--- config.mk ---
export PLATFORM = sky130hd
export DESIGN_NAME = round_robin_thread_slot_scheduler
export DESIGN_NICKNAME = d
export VERILOG_FILES = /design/src/design/rrts_pkg.sv /design/src/design/rrts_slot_cell.sv /design/src/design/round_robin_thread_slot_scheduler.sv
export VERILOG_INCLUDE_DIRS = /design/src /design/src/design
export SDC_FILE = /design/constraint.sdc
export NUM_CORES = 1
export LEC_CHECK = 0
export BUFFER_PORTS_ARGS = -buffer_cell sky130_fd_sc_hd__buf_2
export CAP_MARGIN = 20
export CORE_MARGIN = 5
export CORE_UTILIZATION = 29
export DETAILED_ROUTE_END_ITERATION = 8
export REMOVE_ABC_BUFFERS = 1
export SETUP_SLACK_MARGIN = 0.1
export SLEW_MARGIN = 15
export SYNTH_ARGS = -nofsm -noshare
export SYNTH_HDL_FRONTEND = slang
export SYNTH_SLANG_ARGS = --single-unit
--- constraint.sdc ---
create_clock -name clk_i -period 3.6 [get_ports clk_i]
set_clock_uncertainty 0.15 [all_clocks]
set_input_delay 0 -clock clk_i [delete_from_list [all_inputs] [get_ports clk_i]]
set_output_delay 0 -clock clk_i [all_outputs]
set_load 0.05 [all_outputs]
--- src/design/round_robin_thread_slot_scheduler_assert.svh ---
// Assertion macros for the round-robin thread slot scheduler.
// Each macro samples on clk_i and is disabled while rst_ni is low.
`ifndef ROUND_ROBIN_THREAD_SLOT_SCHEDULER_ASSERT_SVH
`define ROUND_ROBIN_THREAD_SLOT_SCHEDULER_ASSERT_SVH

`ifndef SYNTHESIS
// Check that a property holds at every clock edge.
`define RRTS_ASSERT(lbl, prop, msg) \
  lbl: assert property (@(posedge clk_i) disable iff (!rst_ni) (prop)) else $error(msg);
// Check that a condition implies another in the next cycle.
`define RRTS_ASSERT_NEXT(lbl, ante, cons, msg) \
  lbl: assert property (@(posedge clk_i) disable iff (!rst_ni) (ante) |=> (cons)) \
    else $error(msg);
`else
`define RRTS_ASSERT(lbl, prop, msg)
`define RRTS_ASSERT_NEXT(lbl, ante, cons, msg)
`endif

`endif

--- src/design/rrts_pkg.sv ---
`default_nettype none

package rrts_pkg;

  // Fixed field widths of the command and result words
  localparam int unsigned SlotFieldW = 6;
  localparam int unsigned StackW     = 32;
  // Wide enough for any slot index up to the largest slot count
  localparam int unsigned IdxMaxW    = 8;
  localparam logic [StackW-1:0] StackLimit = 32'd1048576;

  typedef enum logic [1:0] {
    CmdYield  = 2'd0,
    CmdExit   = 2'd1,
    CmdCreate = 2'd2
  } command_e;

  typedef enum logic [1:0] {
    StOk      = 2'd0,
    StBadSize = 2'd1,
    StFull    = 2'd2,
    StNoLive  = 2'd3
  } status_e;

  typedef enum logic {
    SIdle = 1'b0,
    SSeek = 1'b1
  } state_e;

  typedef struct packed {
    logic [1:0]        command;
    logic [StackW-1:0] stack_bytes;
  } cmd_word_t;

  typedef struct packed {
    logic [SlotFieldW-1:0] from_slot;
    logic [SlotFieldW-1:0] to_slot;
    logic [SlotFieldW-1:0] created_slot;
    logic [1:0]            status;
  } res_word_t;

  // Control broadcast from the sequencer to every slot cell
  typedef struct packed {
    logic               load_tok;
    logic               shift_tok;
    logic               find_free;
    logic               set_live;
    logic               clr_run;
    logic [IdxMaxW-1:0] start_idx;
    logic [IdxMaxW-1:0] run_idx;
  } cell_ctrl_t;

endpackage

`default_nettype wire

--- src/design/rrts_slot_cell.sv ---
`default_nettype none

module rrts_slot_cell
  import rrts_pkg::*;
#(
  parameter int unsigned INDEX = 0
) (
  input  wire         clk_i,
  input  wire         rst_ni,
  input  cell_ctrl_t  ctrl_i,
  input  wire         tok_prev_i,
  output logic        tok_o,
  output logic        live_o,
  output logic        hit_o
);

  localparam logic [IdxMaxW-1:0] MyIdx = IdxMaxW'(INDEX);
  localparam logic LiveReset = (INDEX == 0);

  logic tok_q, tok_d;
  logic live_q, live_d;

  // Load the search token at the start slot, else pass it on from the neighbour
  always_comb begin
    tok_d = tok_q;
    if (ctrl_i.load_tok) begin
      tok_d = (ctrl_i.start_idx == MyIdx);
    end else if (ctrl_i.shift_tok) begin
      tok_d = tok_prev_i;
    end
  end

  // Drop the mark on exit of the running slot, set it where a create lands
  always_comb begin
    live_d = live_q;
    if (ctrl_i.clr_run && (ctrl_i.run_idx == MyIdx)) begin
      live_d = 1'b0;
    end else if (ctrl_i.set_live && tok_q) begin
      live_d = 1'b1;
    end
  end

  always_ff @(posedge clk_i or negedge rst_ni) begin
    if (!rst_ni) begin
      tok_q  <= 1'b0;
      live_q <= LiveReset;
    end else begin
      tok_q  <= tok_d;
      live_q <= live_d;
    end
  end

  assign tok_o  = tok_q;
  assign live_o = live_q;
  assign hit_o  = tok_q & (ctrl_i.find_free ? ~live_q : live_q);

endmodule

`default_nettype wire

--- src/design/round_robin_thread_slot_scheduler.sv ---
// Yield and exit search the ring from the slot after the running one for the next live slot;
// create searches upward from slot zero for the lowest free slot.
// Failed searches report full or no live slot; bad sizes and unused codes skip the search.
// Words are taken only while idle; the next word is taken while the result strobe is up.
// The result strobe lasts one cycle and cannot be stalled by the receiver.
// Reset (asynchronous, active low): slot zero live and running, no search pending.
`default_nettype none

`include "round_robin_thread_slot_scheduler_assert.svh"

module round_robin_thread_slot_scheduler
  import rrts_pkg::*;
#(
  parameter int unsigned SLOT_COUNT = 64
) (
  input  wire        clk_i,
  input  wire        rst_ni,
  input  wire        start,
  input  cmd_word_t  cmd_i,
  output logic       busy,
  output logic       done_o,
  output res_word_t  result_o
);

  localparam int unsigned SlotW = (SLOT_COUNT > 1) ? $clog2(SLOT_COUNT) : 1;
  localparam logic [SlotW-1:0] LastIdx = SlotW'(SLOT_COUNT - 1);

  state_e           state_q, state_d;
  logic [1:0]       cmd_q, cmd_d;
  logic [SlotW-1:0] run_q, run_d;
  logic [SlotW-1:0] probe_q, probe_d;
  logic [SlotW-1:0] count_q, count_d;
  logic             done_q, done_d;
  res_word_t        res_q, res_d;

  cell_ctrl_t            ctrl;
  logic [SLOT_COUNT-1:0] tok_vec;
  logic [SLOT_COUNT-1:0] live_vec;
  logic [SLOT_COUNT-1:0] hit_vec;

  logic             accept;
  logic             size_bad;
  logic             need_seek;
  logic             hit;
  logic             last_step;
  logic [SlotW-1:0] run_next;
  logic [SlotW-1:0] probe_next;

  // Build the ring of slot cells
  for (genvar i = 0; i < SLOT_COUNT; i++) begin : g_cell
    rrts_slot_cell #(
      .INDEX (i)
    ) u_cell (
      .clk_i      (clk_i),
      .rst_ni     (rst_ni),
      .ctrl_i     (ctrl),
      .tok_prev_i (tok_vec[(i + SLOT_COUNT - 1) % SLOT_COUNT]),
      .tok_o      (tok_vec[i]),
      .live_o     (live_vec[i]),
      .hit_o      (hit_vec[i])
    );
  end

  // Decode the incoming word and the search step
  assign accept     = start && (state_q == SIdle);
  assign size_bad   = (cmd_i.stack_bytes == '0) || (cmd_i.stack_bytes >= StackLimit);
  assign hit        = |hit_vec;
  assign last_step  = (count_q == LastIdx);
  assign run_next   = (run_q == LastIdx) ? '0 : run_q + 1'b1;
  assign probe_next = (probe_q == LastIdx) ? '0 : probe_q + 1'b1;

  always_comb begin
    case (cmd_i.command)
      CmdYield:  need_seek = 1'b1;
      CmdExit:   need_seek = 1'b1;
      CmdCreate: need_seek = !size_bad;
      default:   need_seek = 1'b0;
    endcase
  end

  // Next state
  always_comb begin
    state_d = state_q;
    case (state_q)
      SIdle: begin
        if (accept && need_seek) begin
          state_d = SSeek;
        end
      end
      SSeek: begin
        if (hit || last_step) begin
          state_d = SIdle;
        end
      end
      default: state_d = SIdle;
    endcase
  end

  // Drive cell control and the result word
  always_comb begin
    ctrl           = '0;
    ctrl.run_idx   = IdxMaxW'(run_q);
    ctrl.find_free = (cmd_q == CmdCreate);
    cmd_d          = cmd_q;
    run_d          = run_q;
    probe_d        = probe_q;
    count_d        = count_q;
    done_d         = 1'b0;
    res_d          = res_q;
    case (state_q)
      SIdle: begin
        if (accept) begin
          cmd_d              = cmd_i.command;
          count_d            = '0;
          res_d.from_slot    = SlotFieldW'(run_q);
          res_d.to_slot      = SlotFieldW'(run_q);
          res_d.created_slot = '0;
          res_d.status       = StOk;
          case (cmd_i.command)
            CmdYield: begin
              ctrl.load_tok  = 1'b1;
              ctrl.start_idx = IdxMaxW'(run_next);
              probe_d        = run_next;
            end
            CmdExit: begin
              ctrl.load_tok  = 1'b1;
              ctrl.clr_run   = 1'b1;
              ctrl.start_idx = IdxMaxW'(run_next);
              probe_d        = run_next;
            end
            CmdCreate: begin
              if (size_bad) begin
                res_d.status = StBadSize;
                done_d       = 1'b1;
              end else begin
                ctrl.load_tok  = 1'b1;
                ctrl.start_idx = '0;
                probe_d        = '0;
              end
            end
            default: done_d = 1'b1;
          endcase
        end
      end
      SSeek: begin
        if (hit) begin
          done_d = 1'b1;
          if (cmd_q == CmdCreate) begin
            ctrl.set_live      = 1'b1;
            res_d.created_slot = SlotFieldW'(probe_q);
          end else begin
            run_d         = probe_q;
            res_d.to_slot = SlotFieldW'(probe_q);
          end
        end else if (last_step) begin
          done_d       = 1'b1;
          res_d.status = (cmd_q == CmdCreate) ? StFull : StNoLive;
        end else begin
          ctrl.shift_tok = 1'b1;
          probe_d        = probe_next;
          count_d        = count_q + 1'b1;
        end
      end
      default: ;
    endcase
  end

  always_ff @(posedge clk_i or negedge rst_ni) begin
    if (!rst_ni) begin
      state_q <= SIdle;
      run_q   <= '0;
      done_q  <= 1'b0;
    end else begin
      state_q <= state_d;
      run_q   <= run_d;
      done_q  <= done_d;
    end
  end

  // Hold the search and result payload
  always_ff @(posedge clk_i) begin
    cmd_q   <= cmd_d;
    probe_q <= probe_d;
    count_q <= count_d;
    res_q   <= res_d;
  end

  assign busy     = (state_q == SSeek);
  assign done_o   = done_q;
  assign result_o = res_q;

  `RRTS_ASSERT(a_token_single, (state_q != SSeek) || $onehot0(tok_vec),
               "more than one search token in the ring")
  `RRTS_ASSERT(a_done_cause, !done_o || $past(busy || start),
               "result word without a command or a search")
  `RRTS_ASSERT_NEXT(a_yield_live, (state_q == SSeek) && hit && (cmd_q != CmdCreate),
                    live_vec[run_q], "yield landed on a slot that is not live")

endmodule

`default_nettype wire
==> impl_metrics.tcl <==
set metrics [dict create \
    crit_chain "nor2b_1 -> a2111oi_0 -> nand4_1 -> mux2i_1 -> nand3_1 -> o21ai_4 -> buf_4 -> mux2_2" \
    cap_violations 0 \
    htreeDepth 4 \
    grt_pass1_wl_mm 47.2 \
    synth_mux_area_frac 0.101 \
    chipHeight_um 189 \
    worstPathMaxFanout 13 \
    overflow 0 \
    yosys-top-cells-count "dfrtp_1, o22a_1, nand3_1" \
    core_sq_um 31600 \
    portBuffers 58 \
    track_usage 0.171 \
    yosysTopAreaCell "dfrtp_1" \
    grt_max_degree 87 \
    synth_cells 852 \
    antennaDiodeCount 0 \
    drt_iter0_drc 881 \
    hold_path_startpoint "cmd_i[28]" \
    yosysMostFrequentCell "dfrtp_1" \
    end_kind "register" \
    finalCritPeriodShare 0.921 \
    multiInputGateArea_sq_um 4360 \
    antenna_found_initial 0 \
    cts_buffer_depth 2 \
    num_vias 7629 \
    clock_latency_ns 0.43 \
    seq_area_frac_synth 0.477 \
    post_cts_buffers 0 \
    cts_made_buffers 17 \
    p_per_area_nw_per_um2 821 \
    design_area_sq_um 10700 \
    ff2ff_path_depth 8 \
    io_pins 59 \
    p_leak_nw 4.38 \
    placed_area_sq_um 10100 \
    max_stage_delay_ns 0.63 \
    finalSetupTns_ns 0 \
    die_w_um 189 \
    finalHoldViolations 0 \
    min_to "done_o" \
    synth.avg_cell_area_sq_um 10.9 \
    cts_resized 0 \
    clk_pin_slew_ns 0.07 \
    cts-root-buf "clkbuf_16" \
    antenna_left 0 \
    async_flop_share 0.800 \
    via_per_inst 5.78 \
    gp_congestion 0.926 \
    netlist-cell-type-count 58 \
    finalNetCount 948 \
    drive_above_1_share 0.205 \
    cp_slowest_cell "a2111oi_0" \
    regToRegSetupSlack_ns 0.29 \
    whs_path_depth 6 \
    start_util 0.294 \
    clkSinkCount 170 \
    synth_compound_area_frac 0.234 \
    critical_path_required_ns 3.76 \
    dr.pass1.iters 6 \
    synth_flop_cell "dfrtp_1" \
    arrival_ns 3.48 \
    drc 0 \
    dp_slack_ns 0.373 \
    final-seq-area_sq_um 4430 \
    syn-cell-area_sq_um 9270 \
    finalPower_w 0.00881 \
    hold_path.class "in2reg" \
    fillers 3151 \
    netlist.area_leader.share 0.364 \
    synth_top_family_by_area "compound AO/OA/AOI/OAI gates" \
    synth-simple-area-share 0.116 \
    synthXorXnorAreaFrac 0.00945 \
    synth_edf_count 34 \
    routed_wl_mm 31.0 \
    slew_headroom 0.416 \
    tritoncts "built" \
    wl_per_cell_um 23.5 \
    ir_drop_mv 0.474 \
    fmaxAchievable_mhz 302 \
    die-area_sq_um 35600 \
    synth_seq_cells 170 \
    worstSetupStartpointType "register" \
    area_growth_pct 15.7 \
    synth_fa_ha_area_frac 0.00810 \
    yosys-top-cells-area "dfrtp_1, edfxtp_1, mux2_4" \
    worst_slack_ns 0.285 \
    drv_slew 0 \
    ys_warn_count 0 \
    r2r-end "g_cell[57].u_cell.tok_o" \
    grt_pass1_vias 7549 \
    worstMarginPinSlew_ns 0.875 \
    path_class "reg2reg" \
    min_period_ns 3.31 \
    core.rowCount 65 \
    status "complete, no violations" \
    worstReg2RegStart "g_cell[1].u_cell.tok_o" \
    hpwl_mm 20.7 \
    rsz0062_at_grt "no" \
    hold_ws_ns 0.0306 \
    setup_viol 0 \
]
-- layout make-up --
class / instances / share of cell area
clock buffers: 25 / 0.0483
clock inverters: 7 / 0.00723
inverters: 44 / 0.0154
multi-input cells: 575 / 0.406
flip-flops and latches: 170 / 0.413
well taps: 402 / 0.0469
repair buffers: 97 / 0.0635
-- stage by stage --
step | instances | util
finish | 1320 | 0.340
global route | 1320 | 0.340
CTS | 1320 | 0.340
detailed placement | 1281 | 0.319
global placement | 1281 | 0.319
floorplan | 789 | -
-- placed cells by master, fill, tap and decap left out, drive strengths merged, types with 3 or more instances in the layout --
cell / instances
dfrtp: 135
buf: 90
o22a: 64
nand3: 56
a22o: 53
mux2: 53
a21oi: 47
inv: 46
nand2: 38
edfxtp: 34
nor2b: 28
a22oi: 27
clkbuf: 25
nor2: 22
a211oi: 21
mux2i: 19
o21ai: 18
and2: 12
o22ai: 12
a221oi: 12
nor4: 9
nand4: 8
a2111oi: 8
nand2b: 7
dlygate4sd3: 7
xnor2: 6
ha: 6
and3: 6
nor3: 6
xor2: 4
a2bb2oi: 4
a31oi: 3
or4: 3
-- report_power, final --
part	leakage [nW]	internal, W	switching (W)
sequential	2.14	0.00262	0.000784
clock	0.285	0.00108	0.000786
combinational	1.96	0.00139	0.00214
-- worst max-delay path by stage --
stage | from | end | slack (ns) | cells after the start
detailed placement | g_cell[33].u_cell.tok_o | g_cell[57].u_cell.tok_o | 0.37 | 8
global route | g_cell[20].u_cell.tok_o | result_o[2] | 0.21 | 8
floorplan | cmd_q[0] | run_q[0] | -2.35 | 7
finish | g_cell[1].u_cell.tok_o | g_cell[57].u_cell.tok_o | 0.29 | 8
CTS | g_cell[33].u_cell.tok_o | g_cell[57].u_cell.tok_o | 0.35 | 8
global placement | g_cell[33].u_cell.tok_o | g_cell[38].u_cell.tok_o | 0.42 | 8
-- registers in the layout, indices dropped and copies added, names as in the netlist --
register / cells
busy: 1
cmd_q: 2
count_q: 6
done_o: 1
g_cell.u_cell.live_o: 64
g_cell.u_cell.tok_o: 64
probe_q: 6
result_o: 20
run_q: 6
-- what timing repair did --
| item | 4_1_cts | 5_1_grt |
|---|---|---|
| hold buffers | 7 | 0 |
| hold endpoints to repair | 89 | 0 |
| setup endpoints to repair | 0 | 0 |
-- cell families after synthesis --
family          Yosys count
mux                      72
xor+xnor                 10
buf+inv                 107
flops                   170
fa+ha+maj                 6
simple gates            204
compound gates          283
-- layer usage --
layer,GRT usage,part of all wire,vias to the layer above
met5,0,0,-
met3,0.0450,0.090,58
met1,0.231,0.42,3862
met4,0.0555,0.023,0
li1,-,-,3353
met2,0.269,0.47,356
-- critical path: cells and delay by family, from the launching register on --
kind            cells  cell delay, ns
mux                 2            0.71
buf+inv             1            0.30
simple gates        3            0.65
compound gates      2            0.95
flops               1            0.42
(Power assumes the default switching activity.)
